==> config.mk <==
export PLATFORM = sky130hd
export DESIGN_NAME = iau_front
export DESIGN_NICKNAME = d
export VERILOG_FILES = /design/src/sv/iau_pkg.sv /design/src/sv/iau_front.sv
export SDC_FILE = /design/constraint.sdc
export NUM_CORES = 1
export LEC_CHECK = 0
export ABC_AREA = 1
export BUFFER_PORTS_ARGS = -buffer_cell sky130_fd_sc_hd__buf_2
export CORE_AREA = 2 2 105 107
export DETAILED_ROUTE_END_ITERATION = 16
export DIE_AREA = 0 0 107 109
export PLACE_DENSITY = 0.53
export SYNTH_ARGS = -nofsm -noshare
export SYNTH_HDL_FRONTEND = slang
export SYNTH_SLANG_ARGS = --single-unit
==> constraint.sdc <==
create_clock -name vclk -period 0.8
set_input_delay 0.08 -clock vclk [all_inputs]
set_output_delay 0.08 -clock vclk [all_outputs]
set_load 0.005 [all_outputs]
==> src/sv/iau_pkg.sv <==
package iau_pkg;

  // Fixed field width of every endpoint on the ports
  localparam int WORD_BITS = 32;

  // Action codes carried by a request
  localparam logic [2:0] ACT_ADD   = 3'd0;
  localparam logic [2:0] ACT_SUB   = 3'd1;
  localparam logic [2:0] ACT_MUL   = 3'd2;
  localparam logic [2:0] ACT_DIV   = 3'd3;
  localparam logic [2:0] ACT_SCALE = 3'd4;
  localparam logic [2:0] ACT_SDIV  = 3'd5;

  // Operation kinds after classification
  localparam logic [2:0] KIND_ADD  = 3'd0;
  localparam logic [2:0] KIND_SUB  = 3'd1;
  localparam logic [2:0] KIND_MUL  = 3'd2;
  localparam logic [2:0] KIND_DIV  = 3'd3;
  localparam logic [2:0] KIND_SMUL = 3'd4;
  localparam logic [2:0] KIND_SDIV = 3'd5;
  localparam logic [2:0] KIND_PASS = 3'd6;

  typedef struct packed {
    logic [2:0]                  action;
    logic signed [WORD_BITS-1:0] left_low;
    logic signed [WORD_BITS-1:0] left_high;
    logic signed [WORD_BITS-1:0] right_low;
    logic signed [WORD_BITS-1:0] right_high;
  } req_t;

  typedef struct packed {
    logic signed [WORD_BITS-1:0] result_low;
    logic signed [WORD_BITS-1:0] result_high;
    logic                        zero_divisor;
    logic                        saturated;
  } rsp_t;

  // Classified request held in the queue
  typedef struct packed {
    logic [2:0]           kind;
    logic                 zdiv;
    logic [WORD_BITS-1:0] ll;
    logic [WORD_BITS-1:0] lh;
    logic [WORD_BITS-1:0] rl;
    logic [WORD_BITS-1:0] rh;
  } entry_t;

endpackage

==> src/sv/iau_front.sv <==
module iau_front (
  input  logic           req_valid,
  output logic           req_ready,
  input  iau_pkg::req_t  req,
  input  logic           full,
  output logic           push,
  output iau_pkg::entry_t entry
);
  import iau_pkg::*;

  localparam int W = WORD_BITS;

  logic rl_zero, rh_zero;

  assign req_ready = !full;
  assign push      = req_valid && !full;
  assign rl_zero   = (req.right_low == '0);
  assign rh_zero   = (req.right_high == '0);

  // Classify the action and detect a divisor that contains zero
  always_comb begin
    entry.ll   = req.left_low;
    entry.lh   = req.left_high;
    entry.rl   = req.right_low;
    entry.rh   = req.right_high;
    entry.zdiv = 1'b0;
    case (req.action)
      ACT_ADD:   entry.kind = KIND_ADD;
      ACT_SUB:   entry.kind = KIND_SUB;
      ACT_MUL:   entry.kind = KIND_MUL;
      ACT_SCALE: entry.kind = KIND_SMUL;
      ACT_DIV: begin
        if (rl_zero || rh_zero || (req.right_low[W-1] != req.right_high[W-1])) begin
          entry.kind = KIND_PASS;
          entry.zdiv = 1'b1;
        end else begin
          entry.kind = KIND_DIV;
        end
      end
      ACT_SDIV: begin
        if (rl_zero) begin
          entry.kind = KIND_PASS;
          entry.zdiv = 1'b1;
        end else begin
          entry.kind = KIND_SDIV;
        end
      end
      default:   entry.kind = KIND_PASS;
    endcase
  end

endmodule

==> metrics.md <==
| Metric | Value |
|---|---|
| Critical Path Start Type | `primary input` |
| Synth Area in Simple Gates | `21.7%` |
| Max IR drop VDD | `around 0.000087 V` |
| Final worst slack | `-0.299 ns` |
| Hold path start | `req[83]` |
| Sequential Area | `0 um2` |
| Most frequent cells in the layout | `buf_2, nor2_1, inv_1` |
| Top cell type's share of synthesized area | `a little over two thirds` |
| Hold Path Stages | `0` |
| Post-Synth Adder-Cell Area | `0%` |
| RSZ-0062 raised after global routing | `yes` |
| Post-DP HPWL | `between 3000 and 4000 um` |
| HP Class | `primary input to primary output` |
| Mapped cell area | `0.00136 mm2` |
| CP required | `around 0.72 ns` |
| Min cycle time layout | `1.10 ns` |
| Power density over the cells | `approximately 420 mW/mm2` |
| Kind of critical path | `primary input to primary output` |
| Core box area | `approximately 0.011 mm2` |
| Setup Viol. Count Final | `4` |
| Seq/Total Area, Yosys | `0%` |
| Max-Cap Viols | `0` |
| Area contributors post-synth | `buf_4, nor2_1, inv_1` |
| Worst slack, placed | `-0.357 ns` |
| Initial Util | `12.8%` |
| Most frequent CP cell | `nor2_4` |
| Crit path largest cell delay | `~0.17 ns` |
| YS warnings | `0` |
| DRC | `0` |
| Cells after synthesis | `approximately 220` |
| GRT Util Overall | `between 5 and 6%` |
| Post-Route WL | `~3700 um` |
| Total Power | `0.647 mW` |
| Largest family of logic cells by synthesized area | `buffers and inverters` |
| Initial antenna violation count | `0` |
| Worst Path Arrival | `~1.0 ns` |
| Vias/cell | `roughly 3.2` |
| Placer Congestion | `approximately 0.65` |
| Most common cell after layout, fill and taps aside | `buf_2` |
| Clock buffers | `0` |
| Nets@finish | `384` |
| Max frequency | `910 MHz` |
| Initial DRC count | `23` |
| Crit path max fanout | `3` |
| Count of unique library cells instantiated by Yosys | `12` |
| Mapped Nets | `about 350` |
| Number of cells on the critical path | `8` |
| Rows | `38` |
| Worst Path Buf+Inv | `2` |
| Cell area after layout | `about 0.0015 mm2` |
| Worst setup startpoint | `req[59]` |
| Die X | `107 um` |
| # diodes | `0` |
| Worst rel slew slack | `between 80% and 90%` |
| Crit. End Element | `primary output` |
| Post-synth top area cell | `buf_4` |
| IO Count | `267` |
| Failing checks | `negative setup slack` |
| DP Area | `around 0.0014 mm2` |
| Complex-gate fraction of the synthesized area | `less than 1%` |
| Syn-to-layout area delta | `12.1%` |
| First-pass GRT wire length | `4760 um` |
| Seq cells | `0` |
| Largest net degree at the start of global routing | `4` |
| Overflow left after global routing | `0` |
| Routed Antenna Nets | `0` |
| Pleak | `around 0.93 nW` |
| Cts hold-fix bufs | `0` |
| Via count | `about 1200` |
| Crit path cell chain | `buf_8 > nor2_4 > nand4_1 > nor2_4 > nand2_2 > o21ai_2 > nand2_1 > buf_6` |
| Post-Synth XOR/XNOR Area | `less than 1%` |
| Hold Crit Endpoint | `entry[83]` |
| WL/cell | `~9.5 um` |
| Average size of a mapped cell | `about 6.2 um2` |
| Port Buf Inserts | `around 140` |
| CP max-delay cell | `nand4_1` |
| Worst-Margin Slew | `approximately 0.16 ns` |
| Final Hold Fails | `0` |
| Mux cell area share after synthesis | `0%` |
| Slew Limit Fails | `0` |
| Full die area | `~0.012 mm2` |
| Period Utilization, post-route | `137%` |
| Status | `finished with violations` |
| Vias in the first global route | `around 1000` |
| Chip Height | `roughly 110 um` |
| TritonRoute pass-1 iters | `5` |
| Fraction of layout cells with a size suffix above 1 | `~69%` |
| CP top delay family | `simple AND/OR/NAND/NOR gates` |
-- worst max-delay path by stage --
stage	to	slack, ns
3_3_place_gp	entry[129]	-0.36
6_report	entry[129]	-0.30
3_5_place_dp	entry[129]	-0.36
5_1_grt	entry[129]	-0.40
2_1_floorplan	entry[129]	0.04
4_1_cts	entry[129]	-0.34
-- synthesized netlist by cell type --
library cell,number
nor2_2,2
inv_1,24
xnor2_1,1
nand2_2,2
o21ai_1,1
nand4_1,6
nand3_2,1
buf_4,128
nor2_1,31
nand2_1,22
nor2_4,1
and2_1,2
-- metal layers --
metal	up-vias	track usage, %	wire length, um
met2	121	11.6	2030
met5	-	0	0
met3	32	1.61	574
met4	0	3.34	238
li1	586	-	-
met1	505	3.57	860
-- cell families after synthesis --
logic type      Yosys count
compound gates            1
xor+xnor                  1
buf+inv                 152
simple gates             67
-- layout make-up --
| cell class | count | area (um2) |
|---|---|---|
| repair buffers | 156 | 917 |
| fillers | 1264 | 9080 |
| multi-input cells | 69 | 343 |
| inverters | 24 | 90.1 |
| well taps | 140 | 175 |
-- repair_timing --
action                                 4_1_cts  5_1_grt
setup endpoints to repair                    4        4
setup buffers                                1        0
gates resized for setup                     18        9
endpoints found under the hold margin        0        0
pin swaps                                   19        8
-- report_power, final --
group	internal, mW	switching, mW	leakage [nW]
registers	0	0	0
logic	0.389	0.258	0.934
clock network	0	0	0
total	0.389	0.258	0.934
-- stage by stage --
step | hold WS (ns) | utilization [%] | TNS, ns | std cells
floorplan | 0.187 | - | 0 | 221
global placement | 0.160 | 13.1 | -1.19 | 388
detailed placement | 0.160 | 13.1 | -1.18 | 388
CTS | 0.160 | 14.0 | -1.08 | 389
global route | 0.160 | 14.4 | -1.40 | 389
finish | 0.160 | 14.4 | -0.946 | 389
Power figures use the tool's default switching activity.
