$ cat src/sv/iau_pkg.sv
package iau_pkg;

  // Fixed field width of every endpoint on the ports
  localparam int WORD_BITS = 32;

  // Action codes carried by a request
  localparam logic [2:0] ACT_ADD   = 3'd0;
  localparam logic [2:0] ACT_SUB   = 3'd1;
  localparam logic [2:0] ACT_MUL   = 3'd2;
  localparam logic [2:0] ACT_DIV   = 3'd3;
  localparam logic [2:0] ACT_SCALE = 3'd4;
  localparam logic [2:0] ACT_SDIV  = 3'd5;

  // Operation kinds after classification
  localparam logic [2:0] KIND_ADD  = 3'd0;
  localparam logic [2:0] KIND_SUB  = 3'd1;
  localparam logic [2:0] KIND_MUL  = 3'd2;
  localparam logic [2:0] KIND_DIV  = 3'd3;
  localparam logic [2:0] KIND_SMUL = 3'd4;
  localparam logic [2:0] KIND_SDIV = 3'd5;
  localparam logic [2:0] KIND_PASS = 3'd6;

  typedef struct packed {
    logic [2:0]                  action;
    logic signed [WORD_BITS-1:0] left_low;
    logic signed [WORD_BITS-1:0] left_high;
    logic signed [WORD_BITS-1:0] right_low;
    logic signed [WORD_BITS-1:0] right_high;
  } req_t;

  typedef struct packed {
    logic signed [WORD_BITS-1:0] result_low;
    logic signed [WORD_BITS-1:0] result_high;
    logic                        zero_divisor;
    logic                        saturated;
  } rsp_t;

  // Classified request held in the queue
  typedef struct packed {
    logic [2:0]           kind;
    logic                 zdiv;
    logic [WORD_BITS-1:0] ll;
    logic [WORD_BITS-1:0] lh;
    logic [WORD_BITS-1:0] rl;
    logic [WORD_BITS-1:0] rh;
  } entry_t;

endpackage

$ cat src/sv/iau_queue.sv
module iau_queue (
  input  logic            clk,
  input  logic            rst,
  input  logic            push,
  input  iau_pkg::entry_t wr,
  output logic            full,
  input  logic            pop,
  output logic            head_valid,
  output iau_pkg::entry_t head
);
  import iau_pkg::*;

  entry_t     mem [2];
  logic [1:0] count;
  logic       wr_ptr, rd_ptr;
  logic       push_ok, pop_ok;

  assign full       = (count == 2'd2);
  assign head_valid = (count != 2'd0);
  assign head       = mem[rd_ptr];
  assign push_ok    = push && !full;
  assign pop_ok     = pop && head_valid;

  // Pointers and fill count
  always_ff @(posedge clk) begin
    if (rst) begin
      count  <= 2'd0;
      wr_ptr <= 1'b0;
      rd_ptr <= 1'b0;
    end else begin
      if (push_ok) wr_ptr <= !wr_ptr;
      if (pop_ok)  rd_ptr <= !rd_ptr;
      case ({push_ok, pop_ok})
        2'b10:   count <= count + 2'd1;
        2'b01:   count <= count - 2'd1;
        default: count <= count;
      endcase
    end
  end

  // Storage
  always_ff @(posedge clk) begin
    if (push_ok) mem[wr_ptr] <= wr;
  end

endmodule

$ cat config.mk
export PLATFORM = sky130hd
export DESIGN_NAME = iau_queue
export DESIGN_NICKNAME = d
export VERILOG_FILES = /design/src/sv/iau_pkg.sv /design/src/sv/iau_queue.sv
export SDC_FILE = /design/constraint.sdc
export NUM_CORES = 1
export LEC_CHECK = 0
export BUFFER_PORTS_ARGS = -buffer_cell sky130_fd_sc_hd__buf_2
export CAP_MARGIN = 40
export CORE_MARGIN = 10
export CORE_UTILIZATION = 56
export CTS_CLUSTER_SIZE = 12
export DETAILED_ROUTE_END_ITERATION = 10
export PLACE_DENSITY = 0.85
export RECOVER_POWER = 50
export SYNTH_ARGS = -nofsm -noshare
export SYNTH_HDL_FRONTEND = slang
export SYNTH_SLANG_ARGS = --single-unit
$ cat constraint.sdc
create_clock -name clk -period 10.4 [get_ports clk]
set_input_delay 2.08 -clock clk [delete_from_list [all_inputs] [get_ports clk]]
set_output_delay 2.08 -clock clk [all_outputs]
set_load 0.01 [all_outputs]
==> metrics.yaml, run 1 <==
status:
  outcome: "finished with violations"
  violations: "max-capacitance violations, max-slew violations"
clocking:
  cts_root_buf: "clkbuf_16"
  clkTransAtPathRegs_ns: 0.06
  htreeDepth: 1
  cts.hold.buffers_added: 0
  insertion_delay_ns: 0.52
  tritoncts: "built"
  clockBufferDepth: 3
  post_cts.repair.setup_buffers: 0
  cts_sinks: 269
  cts_buffers: 28
  postCtsResizedCells: 0
critical_path:
  endpoint: "mem[0][55]"
  slowest_stage: "clkinvlp_2"
  critPathLaunch: "push"
  r2r_setup_slack_ns: 5.82
  rr_endpoint: "mem[0][55]"
  crit_chain: "clkbuf_1, inv_1, or3_1, clkinvlp_2, buf_4"
  critPathMaxFanout: 69
  path_class: "primary input to flip-flop"
  cp.required_ns: 10.55
  start_kind: "primary input"
  arrival_ns: 5.81
  rr_startpoint: "count[0]"
  rr_worst_depth: 5
  slowest_delay_ns: 2.13
  end_kind: "flip-flop"
route:
  wirelength_um: 21000
  first_pass_iters: 5
  antenna_left: 0
  via_per_inst: 5.27
  wl_per_cell_um: 21.6
  via_count: 5112
  drc: 0
  drt-initial-drc-count: 245
synth:
  synth-edff-count: 264
  synthTopCellsByCount: "edfxtp_1, mux2_2, buf_4"
  synth_area_um2: 9740
  yosysWarnings: 0
  synth_most_common_cell: "edfxtp_1"
  synth_area_leaders: "edfxtp_1, mux2_2, dfxtp_1"
  avgSynthCellArea_um2: 22.3
  ys_ff_latch: 269
  syn_nets: 574
  netlist.area_leader.share_pct: 81.4
  seq_area_frac_synth_pct: 82.5
  synth_top_cell_by_area: "edfxtp_1"
  ys_async_sr_fraction_pct: 0
  synth_cells: 437
  synth.distinct_cells: 19
  synth_ff_type: "edfxtp_1"
global_routing:
  antenna_found_initial: 2
  grt_overflow_total: 0
  grt_use_total_pct: 17.3
  grt_pass1_vias: 5635
  grt_pass1_wl_um: 31900
  grt_max_degree: 70
die:
  die_w_um: 152
  die_h_um: 152
  core_um2: 17200
  start_util_pct: 56.7
  row_count: 48
  ios: 270
  die_area_um2: 23100
power:
  power_density_nw_per_um2: 257
  clkPwrFrac_pct: 29.8
  intPower_mw: 2.29
  p_leak_nw: 4.32
  p_sw_share_pct: 26.4
  p_sw_mw: 0.820
  p_comb_share_pct: 23.6
  power_frac_seq_pct: 46.6
  ir_drop_uv: 198
final_layout:
  nFillCells: 1129
  nNetsFinal: 863
  final_core_util_pct: 70.5
  stdcell_count: 970
  fin_area_um2: 12100
  drive_above_1_share_pct: 47.8
  diodes: 0
  multiInputGateArea_um2: 1600
  seq_area_um2: 8030
  area_growth_pct: 24.4
timing:
  slew_violations: 126
  tns_ns: 0
  max_slew_margin_pct: -92.2
  fin_crit_sh_pct: 54.4
  min_period_ns: 5.66
  setup_viol: 0
  fin_ws_ns: 4.74
  skew_ns: 0.0139
  max_clock_freq_mhz: 177
  tightest_slew_ns: 2.87
  finalHoldViolCount: 0
  rsz0062_at_grt: "false"
placed_design:
  port_buffers: 269
  dp_slack_ns: 6.00
  dp_cells: 921
  dp_hpwl_um: 14700
  gp_congestion: 0.818
  placed_area_um2: 11400
flow_run:
  cap_violations: 2
min_path:
  hold_path.class: "flip-flop to flip-flop"
-- power by group through the flow --
stage | Combinational, mW | Sequential, mW | Clock, mW
2_1_floorplan | 0.487 | 1.43 | 0
5_1_grt | 0.793 | 1.47 | 0.991
3_3_place_gp | 0.719 | 1.45 | 0
3_5_place_dp | 0.750 | 1.47 | 0
6_report | 0.732 | 1.45 | 0.928
4_1_cts | 0.757 | 1.44 | 0.947
-- critical path, delay by kind of cell --
family	cells	cell delay, ns
simple gates	1	0.13
buf+inv	4	3.51
-- metal layers --
layer | up-vias | global-route usage, % | part of all wire, % | wire (um)
met3 | 30 | 5.87 | 8.5 | 1790
met1 | 2530 | 20.4 | 39 | 8160
li1 | 2321 | - | - | -
met4 | 4 | 4.17 | 1.5 | 310
met5 | - | 0 | 0.15 | 31
met2 | 227 | 30.0 | 51 | 10700
-- cell type report --
cell class	count	share of cell area, %
Clock buffer	46	6.85
Clock inverter	3	0.351
Inverter	3	0.103
Multi-Input combinational cell	150	13.2
Sequential cell	269	66.3
Tap cell	225	2.32
Timing Repair Buffer	274	10.8
-- through the flow --
| step | power [mW] | hold slack, ns |
|---|---|---|
| 3_5_place_dp | 2.22 | 0.520 |
| 4_1_cts | 3.15 | 0.534 |
| 5_1_grt | 3.25 | 0.577 |
| 6_report | 3.11 | 0.527 |
| 3_3_place_gp | 2.17 | 0.475 |
| 2_1_floorplan | 1.92 | 0.452 |
-- worst min-delay path by stage --
stage | startpoint | to | slack [ns] | depth (start not counted)
after CTS | rd_ptr | flip-flop | 0.53 | 2
final | rd_ptr | rd_ptr | 0.53 | 2
after floorplan | wr_ptr | wr_ptr | 0.45 | 2
after detailed placement | rd_ptr | flip-flop | 0.52 | 2
after global routing | rd_ptr | flip-flop | 0.58 | 2
after global placement | wr_ptr | wr_ptr | 0.48 | 2
-- registers in the layout, summed over array words and instances (netlist names), named ones only --
signal	cells
rd_ptr	1
count	2
wr_ptr	1
mem	264
-- layout by cell type (no fill, tap or decap), types with 2 or more instances in the layout --
master,n
a21oi_1,2
buf_16,2
buf_2,179
buf_4,3
clkbuf_1,103
clkbuf_16,29
clkbuf_8,4
dfxtp_1,4
edfxtp_1,264
mux2_2,132
nor2_1,3
o21ai_0,2
or3_1,2
xnor2_1,2
-- cell families after synthesis --
group / share of synthesized area (%)
adder cells (fa/ha/maj): 0.128
AO/OA/AOI/OAI: 0.283
XOR/XNOR: 0.270
multiplexers: 15.3
flip-flops: 82.5
buffers and inverters: 1.09
AND/OR/NAND/NOR: 0.501
Power figures use the tool's default switching activity.
==> inputs of run 2 (changes only) <==
CORE_UTILIZATION = 47   (was 56)
PLACE_DENSITY = 0.76   (was 0.85)
clock period = 4.7 ns   (was 10.4 ns; I/O delays follow)
==> run 2 against run 1 <==
  * The flow still finishes with violations (max-capacitance violations, max-slew violations)
  * Worst hold slack got worse by 0.017 ns
  * Flip-flop and latch count did not move
  * Routed wire length shrank 1.1%
  * Sequential share of layout area grew 0.082 points
  * Combinational power up 120%
  * Register-to-register slack lost 4.8 ns
  * Final cell count increased by 4.4%
  * Critical path type is now flip-flop to flip-flop
  * Highest routed layer unchanged
==> metrics.yaml, run 2 (synthesis gave the netlist of run 1 again) <==
route:
  drt-initial-drc-count: 221  # -9.8%
  first_pass_iters: 6  # +1
  via_count: 5008  # -2.0%
  antenna_left: 0  # unchanged
  drc: 0  # unchanged
  via_per_inst: 4.94  # -6.2%
  wl_per_cell_um: 20.5  # -5.3%
  wirelength_um: 20700  # -1.1%
clocking:
  insertion_delay_ns: 0.51  # about the same
  clkTransAtPathRegs_ns: 0.06  # about the same
  htreeDepth: 1  # unchanged
  cts_buffers: 27  # -3.6%
  clockBufferDepth: 3  # unchanged
  postCtsResizedCells: 0  # unchanged
  tritoncts: "built"
  cts_sinks: 269  # unchanged
  cts.hold.buffers_added: 0  # unchanged
  cts_root_buf: "clkbuf_16"
  post_cts.repair.setup_buffers: 0  # unchanged
timing:
  max_clock_freq_mhz: 272
  fin_crit_sh_pct: 78.1
  setup_viol: 0  # unchanged
  skew_ns: 0.00571  # -0.00822 ns
  rsz0062_at_grt: "false"
  tns_ns: 0  # unchanged
  slew_violations: 63  # -50%
  max_slew_margin_pct: -100  # -7.9 points
  finalHoldViolCount: 0  # unchanged
  min_period_ns: 3.67
  tightest_slew_ns: 3.00  # +0.135 ns
placed_design:
  port_buffers: 269  # unchanged
  gp_congestion: 0.776  # -5.1%
  dp_hpwl_um: 14400  # -2.1%
  dp_cells: 965  # +4.8%
final_layout:
  area_growth_pct: 24.2
  nFillCells: 1540  # +36%
  drive_above_1_share_pct: 49.3  # +1.5 points
  final_core_util_pct: 59.6  # -11 points
  max_flop_register: "mem"
  seq_area_um2: 8030  # unchanged
  largest_reg_flops: 264  # unchanged
  final_cell_mix: "edfxtp_1, buf_2, mux2_2"
  nNetsFinal: 861  # -0.23%
  biggestRegsByFlops: "mem x264, count x2"
  multiInputGateArea_um2: 1600  # unchanged
  stdcell_count: 1013  # +4.4%
  layout_commonest_cell: "edfxtp_1"
status:
  outcome: "finished with violations"
  violations: "max-capacitance violations, max-slew violations"
power:
  clkPwrFrac_pct: 28.5  # -1.3 points
  intPower_mw: 4.93  # +120%
  p_comb_share_pct: 24.2  # +0.6 points
  ir_drop_uv: 402  # +100%
  p_leak_nw: 4.32  # about the same
  p_sw_mw: 1.80  # +120%
  power_density_nw_per_um2: 556  # +120%
  power_frac_seq_pct: 47.4  # +0.8 points
  p_sw_share_pct: 26.7  # +0.32 points
die:
  die_w_um: 164  # +8.0%
  die_h_um: 164  # +8.0%
  row_count: 52  # +8.3%
  core_um2: 20300  # +18%
  die_area_um2: 26900  # +17%
  ios: 270  # unchanged
  start_util_pct: 48.0  # -8.7 points
global_routing:
  grt_max_degree: 76  # +8.6%
  antenna_found_initial: 3  # +1
  grt_pass1_wl_um: 31100  # -2.4%
  grt_pass1_vias: 5608  # -0.48%
  grt_use_total_pct: 14.8  # -2.6 points
  grt_overflow_total: 0  # unchanged
critical_path:
  end_kind: "flip-flop"
  path_class: "flip-flop to flip-flop"
  cpLargestDelayFamily: "simple AND/OR/NAND/NOR gates"
  crit_chain: "nand2b_2, and3_1, buf_12"
  critPathMaxFanout: 70  # +1.4%
  start_kind: "flip-flop"
  arrival_ns: 3.83  # -1.98 ns
  cp.required_ns: 4.86  # -5.69 ns
  slowest_stage: "and3_1"
  path_buf_inv: 1  # -3
  slowest_delay_ns: 2.19  # +0.06 ns
flow_run:
  cap_violations: 1  # -1
min_path:
  hold_path.class: "flip-flop to flip-flop"
[run 2: cell type report]
cell class                 instances  share of cell area (%)
clock inverter                     3                   0.321
multi-input combinational        150                    13.2
sequential                       269                    66.4
antenna                            2                  0.0414
inverter                           3                   0.114
clock buffer                      43                    6.17
tap                              270                    2.79
timing repair buffer             273                    10.9
[run 2: routing by layer]
layer	track usage, %	share of wire (%)	up-vias	wire length (um)
met1	16.7	36	2443	7520
met3	5.86	11	39	2310
li1	-	-	2313	-
met4	4.18	2.0	2	424
met2	25.4	50	211	10500
met5	0	0.063	-	13
[run 2: stage by stage]
step	instance area (um2)	worst slack, ns	hold WS [ns]	power, mW
final	12100	1.03	0.510	6.72
after global routing	12100	0.780	0.559	7.05
after CTS	12200	1.28	0.504	6.84
after detailed placement	11400	1.80	0.488	4.90
after global placement	11400	1.84	0.478	4.85
after floorplan	9740	0.166	0.452	4.24
[run 2: power groups by stage]
stage                     registers (mW)  clock network (mW)  logic, mW
after global routing                3.23                2.07       1.76
after global placement              3.21                   0       1.64
final                               3.19                1.91       1.62
after floorplan                     3.17                   0       1.08
after detailed placement            3.23                   0       1.66
after CTS                           3.19                1.97       1.68
[run 2: final timing paths]
path                     to  cells after the start     start  slack (ns)
setup reg to reg  mem[1][7]                      3  count[0]        1.03
hold / removal       wr_ptr                      2    wr_ptr        0.51
hold reg to reg      wr_ptr                      2    wr_ptr        0.51
setup / recovery  mem[1][7]                      3  count[0]        1.03
[run 2: worst reg2reg max path: cells and delay by family (launching register included)]
kind | cells | cell delay, ns
buffers and inverters | 1 | 0.44
AND/OR/NAND/NOR | 2 | 2.35
flip-flops | 1 | 0.40
